<file path="src/sspg_pkg.sv">
// Package for the stepper step pulse generator.
// Holds the request codes, direction codes, register indexes and reset values.
// No dependencies.
package sspg_pkg;

	// Request codes carried by req_type.
	typedef enum logic [2:0] {
		REQ_TICK      = 3'd0,
		REQ_SET_SPEED = 3'd1,
		REQ_ENABLE    = 3'd2,
		REQ_STOP      = 3'd3,
		REQ_RESET_POS = 3'd4
	} req_t;

	// Last direction seen by the tick logic.
	typedef enum logic [1:0] {
		DIR_NONE = 2'd0,
		DIR_POS  = 2'd1,
		DIR_NEG  = 2'd2
	} dir_t;

	// Configuration register indexes.
	typedef enum logic [2:0] {
		CFG_TICK_RATE     = 3'd0,
		CFG_MAX_STEP_RATE = 3'd1,
		CFG_SOFT_LIMIT    = 3'd2,
		CFG_INVERT_DIR    = 3'd3,
		CFG_POS_DIR_HIGH  = 3'd4,
		CFG_EN_ACTIVE_LOW = 3'd5
	} cfg_reg_t;

	localparam int CFG_IDX_W    = 3;
	localparam int SOFT_LIMIT_W = 23;

	// Reset values of the configuration registers.
	localparam int unsigned TICK_RATE_RST     = 20000;
	localparam int unsigned MAX_STEP_RATE_RST = 10000;
	localparam int unsigned SOFT_LIMIT_RST    = 100000;

endpackage

</file>
<file path="src/stepper_step_pulse_generator.sv">
// Stepper step pulse generator, top level and only module.
// Depends on sspg_pkg for request, direction and register codes.
//
// The block takes one request beat per cycle while not stalled (tick, set
// speed, enable, stop, reset position) and returns one result beat per request
// showing the pin levels, position, limit flag and speed after it. A request is
// captured in an input register; once the result register is free, a single
// phase add, threshold compare and soft limit compare update the state and load
// the result register. A new request is accepted every cycle unless stalled. The
// rate is set by that single state update, which each request needs before the
// next one can run. The input side stalls only while the result register is
// full and stalled. Configuration writes take effect at once and belong to
// idle periods; enable_pin polarity is applied when a result is formed.
module stepper_step_pulse_generator
	import sspg_pkg::*;
#(
	parameter int POSITION_WIDTH = 24,
	parameter int RATE_WIDTH     = 17
) (
	input  logic                          clk,
	input  logic                          arst_n,
	// Configuration write port.
	input  logic                          cfg_we,
	input  logic [CFG_IDX_W-1:0]          cfg_idx,
	input  logic [((RATE_WIDTH > SOFT_LIMIT_W) ? RATE_WIDTH : SOFT_LIMIT_W)-1:0] cfg_data,
	// Request channel.
	input  logic                          in_valid,
	output logic                          in_stall,
	input  logic [2:0]                    req_type,
	input  logic signed [RATE_WIDTH:0]    speed_value,
	input  logic                          enable_value,
	// Result channel.
	output logic                          out_valid,
	input  logic                          out_stall,
	output logic                          step_pin,
	output logic                          dir_pin,
	output logic                          enable_pin,
	output logic signed [POSITION_WIDTH-1:0] position_now,
	output logic                          limit_hit,
	output logic signed [RATE_WIDTH:0]    speed_now
);

	localparam int R  = RATE_WIDTH;
	localparam int P  = POSITION_WIDTH;
	localparam int PH = R + 1;
	localparam int LW = ((P > SOFT_LIMIT_W) ? P : SOFT_LIMIT_W) + 2;
	localparam logic [LW-1:0] POS_MAX = {{(LW-P+1){1'b0}}, {(P-1){1'b1}}};

	// Configuration registers.
	logic [R-1:0]            tick_q;
	logic [R-1:0]            max_q;
	logic [SOFT_LIMIT_W-1:0] soft_q;
	logic                    inv_q;
	logic                    pdh_q;
	logic                    eal_q;

	// Block state.
	logic signed [R:0]   speed_q;
	logic [PH-1:0]       phase_q;
	logic [P-1:0]        pos_q;
	dir_t                last_dir_q;
	logic                en_q;
	logic                limit_q;
	logic                step_q;
	logic                dir_lvl_q;

	// Input register stage.
	logic                s1_valid_q;
	req_t                req_s1;
	logic signed [R:0]   speed_s1;
	logic                enable_s1;

	// Result register.
	logic                out_valid_q;
	logic                step_out_q;
	logic                dir_out_q;
	logic                en_out_q;
	logic [P-1:0]        pos_out_q;
	logic                limit_out_q;
	logic signed [R:0]   speed_out_q;

	// Handshake.
	logic out_free;
	logic adv;
	logic accept;

	assign out_free = !out_valid_q || !out_stall;
	assign adv      = s1_valid_q && out_free;
	assign in_stall = s1_valid_q && !out_free;
	assign accept   = in_valid && !in_stall;

	// Configuration writes.
	always_ff @(posedge clk or negedge arst_n) begin
		if (!arst_n) begin
			tick_q <= R'(TICK_RATE_RST);
			max_q  <= R'(MAX_STEP_RATE_RST);
			soft_q <= SOFT_LIMIT_W'(SOFT_LIMIT_RST);
			inv_q  <= 1'b0;
			pdh_q  <= 1'b1;
			eal_q  <= 1'b1;
		end else if (cfg_we) begin
			case (cfg_reg_t'(cfg_idx))
				CFG_TICK_RATE:     tick_q <= cfg_data[R-1:0];
				CFG_MAX_STEP_RATE: max_q  <= cfg_data[R-1:0];
				CFG_SOFT_LIMIT:    soft_q <= cfg_data[SOFT_LIMIT_W-1:0];
				CFG_INVERT_DIR:    inv_q  <= cfg_data[0];
				CFG_POS_DIR_HIGH:  pdh_q  <= cfg_data[0];
				CFG_EN_ACTIVE_LOW: eal_q  <= cfg_data[0];
				default: ;
			endcase
		end
	end

	// Capture of an accepted request beat.
	always_ff @(posedge clk or negedge arst_n) begin
		if (!arst_n) begin
			s1_valid_q <= 1'b0;
		end else if (accept) begin
			s1_valid_q <= 1'b1;
		end else if (adv) begin
			s1_valid_q <= 1'b0;
		end
	end

	always_ff @(posedge clk) begin
		if (accept) begin
			req_s1    <= req_t'(req_type);
			speed_s1  <= speed_value;
			enable_s1 <= enable_value;
		end
	end

	// Tick datapath: direction, clamped magnitude and phase step.
	logic                spd_nz;
	logic                spd_pos;
	dir_t                dir_new;
	logic signed [R:0]   spd_neg;
	logic [R-1:0]        mag_raw;
	logic [R-1:0]        mag_cl;
	logic [R+1:0]        ph_sum;
	logic [R+1:0]        ph_sub;
	logic                ph_wrap;
	logic                dir_d;
	logic                dir_pin_new;

	assign spd_nz      = speed_q != '0;
	assign spd_pos     = !speed_q[R];
	assign dir_new     = spd_pos ? DIR_POS : DIR_NEG;
	assign spd_neg     = -speed_q;
	assign mag_raw     = spd_pos ? speed_q[R-1:0] : spd_neg[R-1:0];
	assign mag_cl      = (mag_raw > tick_q) ? tick_q : mag_raw;
	assign ph_sum      = {1'b0, phase_q} + {2'b00, mag_cl};
	assign ph_sub      = ph_sum - {2'b00, tick_q};
	assign ph_wrap     = ph_sum >= {2'b00, tick_q};
	assign dir_d       = inv_q ? !spd_pos : spd_pos;
	assign dir_pin_new = pdh_q ? dir_d : !dir_d;

	// Soft limit check on the position the step would reach.
	logic signed [LW-1:0] pos_ext;
	logic signed [LW-1:0] pos_next;
	logic [LW-1:0]        soft_ext;
	logic signed [LW-1:0] lim;
	logic                 refuse;

	assign pos_ext  = {{(LW-P){pos_q[P-1]}}, pos_q};
	assign pos_next = spd_pos ? pos_ext + LW'(1) : pos_ext - LW'(1);
	assign soft_ext = {{(LW-SOFT_LIMIT_W){1'b0}}, soft_q};
	assign lim      = (soft_ext < POS_MAX) ? soft_ext : POS_MAX;
	assign refuse   = (pos_next > lim) || (pos_next < -lim);

	// Set speed clamp to the smaller of the maximum rate and the tick rate.
	logic [R-1:0]      clim;
	logic signed [R:0] clim_s;
	logic signed [R:0] spd_clamped;

	assign clim        = (max_q < tick_q) ? max_q : tick_q;
	assign clim_s      = {1'b0, clim};
	assign spd_clamped = (speed_s1 > clim_s) ? clim_s :
	                     (speed_s1 < -clim_s) ? -clim_s : speed_s1;

	// Next state for the request in the input register.
	logic signed [R:0] speed_d;
	logic [PH-1:0]     phase_d;
	logic [P-1:0]      pos_d;
	dir_t              last_dir_d;
	logic              en_d;
	logic              limit_d;
	logic              step_d;
	logic              dir_lvl_d;
	logic              dir_change;
	logic              stepped;

	always_comb begin
		speed_d    = speed_q;
		phase_d    = phase_q;
		pos_d      = pos_q;
		last_dir_d = last_dir_q;
		en_d       = en_q;
		limit_d    = limit_q;
		step_d     = step_q;
		dir_lvl_d  = dir_lvl_q;
		dir_change = 1'b0;
		stepped    = 1'b0;
		case (req_s1)
			REQ_TICK: begin
				step_d = 1'b0;
				if (en_q && spd_nz) begin
					if (dir_new != last_dir_q) begin
						dir_change = 1'b1;
						dir_lvl_d  = dir_pin_new;
						last_dir_d = dir_new;
						phase_d    = '0;
					end else if (!ph_wrap) begin
						phase_d = ph_sum[PH-1:0];
					end else begin
						phase_d = ph_sub[PH-1:0];
						if (refuse) begin
							limit_d = 1'b1;
							speed_d = '0;
						end else begin
							limit_d = 1'b0;
							pos_d   = pos_next[P-1:0];
							step_d  = 1'b1;
							stepped = 1'b1;
						end
					end
				end
			end
			REQ_SET_SPEED: begin
				speed_d = spd_clamped;
			end
			REQ_ENABLE: begin
				en_d = enable_s1;
				if (!enable_s1) begin
					speed_d = '0;
					phase_d = '0;
					step_d  = 1'b0;
				end
			end
			REQ_STOP: begin
				speed_d = '0;
				phase_d = '0;
			end
			REQ_RESET_POS: begin
				pos_d   = '0;
				limit_d = 1'b0;
			end
			default: ;
		endcase
	end

	// State update when the request moves on to the result register.
	always_ff @(posedge clk or negedge arst_n) begin
		if (!arst_n) begin
			speed_q    <= '0;
			phase_q    <= '0;
			pos_q      <= '0;
			last_dir_q <= DIR_NONE;
			en_q       <= 1'b0;
			limit_q    <= 1'b0;
			step_q     <= 1'b0;
			dir_lvl_q  <= 1'b0;
		end else if (adv) begin
			speed_q    <= speed_d;
			phase_q    <= phase_d;
			pos_q      <= pos_d;
			last_dir_q <= last_dir_d;
			en_q       <= en_d;
			limit_q    <= limit_d;
			step_q     <= step_d;
			dir_lvl_q  <= dir_lvl_d;
		end
	end

	// Result register.
	always_ff @(posedge clk or negedge arst_n) begin
		if (!arst_n) begin
			out_valid_q <= 1'b0;
		end else if (adv) begin
			out_valid_q <= 1'b1;
		end else if (out_free) begin
			out_valid_q <= 1'b0;
		end
	end

	always_ff @(posedge clk) begin
		if (adv) begin
			step_out_q  <= step_d;
			dir_out_q   <= dir_lvl_d;
			en_out_q    <= eal_q ? !en_d : en_d;
			pos_out_q   <= pos_d;
			limit_out_q <= limit_d;
			speed_out_q <= speed_d;
		end
	end

	assign out_valid    = out_valid_q;
	assign step_pin     = step_out_q;
	assign dir_pin      = dir_out_q;
	assign enable_pin   = en_out_q;
	assign position_now = pos_out_q;
	assign limit_hit    = limit_out_q;
	assign speed_now    = speed_out_q;

	// The input side only stalls while a request waits in the input register.
	a_stall_needs_s1 : assert property (@(posedge clk) disable iff (!arst_n)
		in_stall |-> s1_valid_q)
		else $error("input stalled with an empty input register");

	// A step moves the position by exactly one.
	a_step_moves_one : assert property (@(posedge clk) disable iff (!arst_n)
		adv && stepped |=>
		(pos_q == $past(pos_q) + P'(1)) || (pos_q == $past(pos_q) - P'(1)))
		else $error("step did not move the position by one");

	// A change of direction clears the phase.
	a_dir_change_phase : assert property (@(posedge clk) disable iff (!arst_n)
		adv && dir_change |=> phase_q == '0)
		else $error("phase not cleared on a change of direction");

	// A refused step leaves the speed at zero and the limit flag set.
	a_refuse_stops : assert property (@(posedge clk) disable iff (!arst_n)
		adv && (req_s1 == REQ_TICK) && en_q && spd_nz && !dir_change && ph_wrap && refuse
		|=> (speed_q == '0) && limit_q)
		else $error("refused step did not stop the motor");

endmodule
</file>
<file path="config.mk">
export PLATFORM = sky130hd
export DESIGN_NAME = stepper_step_pulse_generator
export DESIGN_NICKNAME = d
export VERILOG_FILES = /design/src/sspg_pkg.sv /design/src/stepper_step_pulse_generator.sv
export SDC_FILE = /design/constraint.sdc
export NUM_CORES = 1
export LEC_CHECK = 0
export BUFFER_PORTS_ARGS = -buffer_cell sky130_fd_sc_hd__buf_2
export CORE_MARGIN = 5
export CORE_UTILIZATION = 50
export DETAILED_ROUTE_END_ITERATION = 7
export PLACE_DENSITY = 0.72
export SYNTH_ARGS = -nofsm -noshare
export SYNTH_HDL_FRONTEND = slang
export SYNTH_SLANG_ARGS = --single-unit
</file>
<file path="constraint.sdc">
create_clock -name clk -period 11.1 [get_ports clk]
set_clock_uncertainty 0.2 [all_clocks]
set_input_delay 0 -clock clk [delete_from_list [all_inputs] [get_ports clk]]
set_output_delay 0 -clock clk [all_outputs]
set_load 0.01 [all_outputs]
</file>
==> results_dict.tcl <==
set metrics [dict create \
    dpl_cell_area_um2 16380 \
    post-cts-setup-buffers 0 \
    seqPwrFrac_pct 20.5 \
    post-route-min-period_ns 9.245 \
    dp_hpwl_mm 33.65 \
    synth_top_cell_by_area "dfrtp_1" \
    yosys.area.top_type_share_pct 17.76 \
    ys_seq_area_share_pct 34.00 \
    htreeDepth 4 \
    critPathMostFrequentCell "ha_1" \
    core_um2 30590 \
    power.share.clock_pct 12.8 \
    nNetsFinal 1965 \
    drc 0 \
    cp_max_fo 23 \
    status "finished, final reports clean" \
    overflow 0 \
    grt_setup_unrepaired "false" \
    port_buffers 100 \
    ys_ff_latch 196 \
    globalplace.congestion 0.9524 \
    routed_wl_mm 44.66 \
    synthTopCellsByArea "dfrtp_1 18%, ha_1 14%, edfxtp_1 13%" \
    crit_buf_inv 0 \
    grt_pass1_wl_mm 70.06 \
    ctsResizeCount 0 \
    yosys_warnings 0 \
    tritoncts "done" \
    yosysUniqueCellTypes 97 \
    die_h_um 186.0 \
    p_switching_uw 2568 \
    fp-row-count 64 \
    die_area_um2 34610 \
    async_flop_share_pct 65.31 \
    postSynthCellCount 1593 \
    synth-edff-count 68 \
    synthFlopType "dfrtp_1" \
    initial_utilization_pct 50.65 \
    critPathKind "flop to flop" \
    drt_iter0_drc 1383 \
    comb_power_share_pct 66.7 \
    vias 13590 \
    syn_to_final_growth_pct 13.80 \
    slowest_stage "o21ai_2" \
    cp.required_ns 11.22 \
    first_pass_iters 8 \
    switching_share_pct 48.04 \
    tightest_slew_ns 1.175 \
    fillers 2676 \
    cts_buffer_depth 2 \
    p_int_uw 2777 \
    relSlewSlack_pct 21.66 \
    hold_ws_ns 0.05267 \
    detail-route-antenna-nets 0 \
    critPathArrivalTime_ns 9.37 \
    clockRootBuffer "clkbuf_16" \
    grt_max_degree 77 \
    tns_ns 0 \
    finalCritPeriodShare_pct 83.29 \
    p_leak_uw 0.007819 \
    grt_usage_pct 25.71 \
    avgSynthCellArea_um2 9.727 \
    die_x_um 186.0 \
    hold_path.class "primary input to flop" \
    pin_count 101 \
    cts_buffers 17 \
    fin_cells 2144 \
    final_cell_area_um2 17630 \
    slowest_delay_ns 0.85 \
    worst_setup_path_end_kind "flop" \
    setup_violations 0 \
    grt_pass1_vias 12840 \
    netlist_area_um2 15490 \
    clock.fmax_mhz 108.2 \
    worstSetupStartpointType "flop" \
    dp_cells 2053 \
    hold_viol_final 0 \
    clock_latency_ns 0.46 \
    viasPerCell 6.339 \
    wire_per_inst_um 20.83 \
    crit_family "compound AO/OA/AOI/OAI gates" \
    antenna_found_initial 0 \
    n_antenna_cell 0 \
    path_clk_slew_ns 0.08 \
    drive_gt1_share_pct 15.56 \
    drv_cap 0 \
    numClockSinks 196 \
    synthesis.nets 1823 \
    powerDensity_nw_per_um2 303.1 \
    vdd_drop_max_v 0.0001742 \
    slew_viol_final 0 \
]
[cells by family (layout without fill, tap and decap cells)]
family	count (synthesis)	in the layout	synth area share, %
compound gates	507	507	23.32
xor+xnor	93	93	5.257
fa+ha+maj	177	177	14.44
buf+inv	113	268	3.174
flops	196	196	34.00
mux	71	71	5.572
simple gates	436	436	14.24
[worst paths after layout]
check / cells past startpoint / endpoint / start / slack [ns]
setup / recovery: 30 / position_now[21] / speed_q[10] / 1.85
hold / removal: 2 / speed_s1[5] / speed_value[5] / 0.05
setup reg to reg: 30 / position_now[21] / speed_q[10] / 1.85
hold reg to reg: 2 / phase_q[16] / phase_q[16] / 0.30
max in group asynchronous: 4 / phase_q[6] / arst_n / 9.14
min in group asynchronous: 3 / speed_q[15] / arst_n / 0.31
[flip-flops by register name, indices dropped and copies added (netlist names), 2 cells and up]
name and count:
speed_now 18, last_dir_q 2, max_q 17, speed_q 18, position_now 24, phase_q 18, req_s1 3, soft_q 23
speed_s1 18, pos_q 24, tick_q 17
[synth_stat cells, types with 5 or more instances]
cell type	count
o2bb2ai_1	26
and2_1	9
dfrtp_1	110
nand2_1	146
a21boi_0	6
a2111oi_0	9
and4_1	6
a31oi_1	12
or3_1	11
and3_1	11
a211oi_1	23
o211ai_1	8
mux2_2	46
a21o_1	45
xnor2_1	65
nand3_1	35
ha_1	174
nand4_1	22
a211o_1	11
mux2i_4	6
nand3b_1	5
o31ai_1	8
mux2i_2	5
or4_1	8
buf_2	10
buf_6	7
nor2_1	71
mux2i_1	13
o21bai_1	8
o21a_1	13
inv_1	63
dfstp_2	18
or2_2	8
o21ai_0	121
edfxtp_1	68
a22o_1	57
nor4_1	13
a21oi_1	78
nor2b_1	10
nand2b_1	23
xor2_1	28
nor3_1	34
o22ai_1	12
clkbuf_1	29
[repair_timing]
item | CTS | global route
hold buffers | 59 | 0
setup endpoints to repair | 0 | 0
hold endpoints to repair | 137 | 0
[worst reg2reg max path, delay by kind of cell, from the launching register on]
family	cells	cell delay, ns
AO/OA/AOI/OAI	14	4.23
AND/OR/NAND/NOR	9	2.20
adder cells (fa/ha/maj)	4	1.30
flip-flops	1	0.43
multiplexers	1	0.39
XOR/XNOR	2	0.36
[per-layer routing]
metal  vias up  part of all wire [%]  GRT usage (%)
met5         -                     0              0
met4         0                   2.7          8.103
met3        77                   8.0          3.987
met2       541                    43          38.77
met1      6608                    46          38.04
li1       6364                     -              -
[cell type report]
type | count | area [µm²] | share of cell area (%)
Tap cell | 396 | 495.5 | 2.810
Inverter | 63 | 236.5 | 1.341
Clock inverter | 13 | 177.7 | 1.008
Multi-Input combinational cell | 1284 | 9776 | 55.44
Clock buffer | 19 | 464.2 | 2.633
Sequential cell | 196 | 5268 | 29.87
Timing Repair Buffer | 173 | 1216 | 6.897
[layout by cell type, fill, tap and decap left out, drive strengths merged, types with 9 or more instances in the layout]
master	n
nor4	14
clkbuf	19
a2111oi	11
o21bai	9
xnor2	65
nor2	71
nor3	35
dfstp	18
o2bb2ai	26
nand4	22
o21a	13
and2	10
o22ai	12
edfxtp	68
a211o	11
buf	115
mux2i	24
nand3	35
dlygate4sd3	58
dfrtp	110
nand2	148
mux2	47
and3	12
nor2b	10
inv	70
xor2	28
o21ai	130
a211oi	23
a22o	57
ha	174
or4	10
or3	11
a31oi	12
a21o	45
a21oi	81
nand2b	23
[power by group through the flow]
stage	registers (µW)	logic (µW)	clock network (µW)
final	1090	3570	685
after global routing	1110	3950	719
after global placement	1100	3400	0
after detailed placement	1100	3470	0
after floorplan	1070	2680	0
after CTS	1090	3510	690
[stage by stage]
step	worst slack, ns	util (%)	total power (µW)
global route	1.355	57.64	5783
finish	1.855	57.64	5345
global placement	2.258	53.56	4501
floorplan	3.149	-	3748
CTS	1.952	57.64	5288
detailed placement	2.043	53.56	4571
No activity file was read; power rests on OpenSTA's default activity.
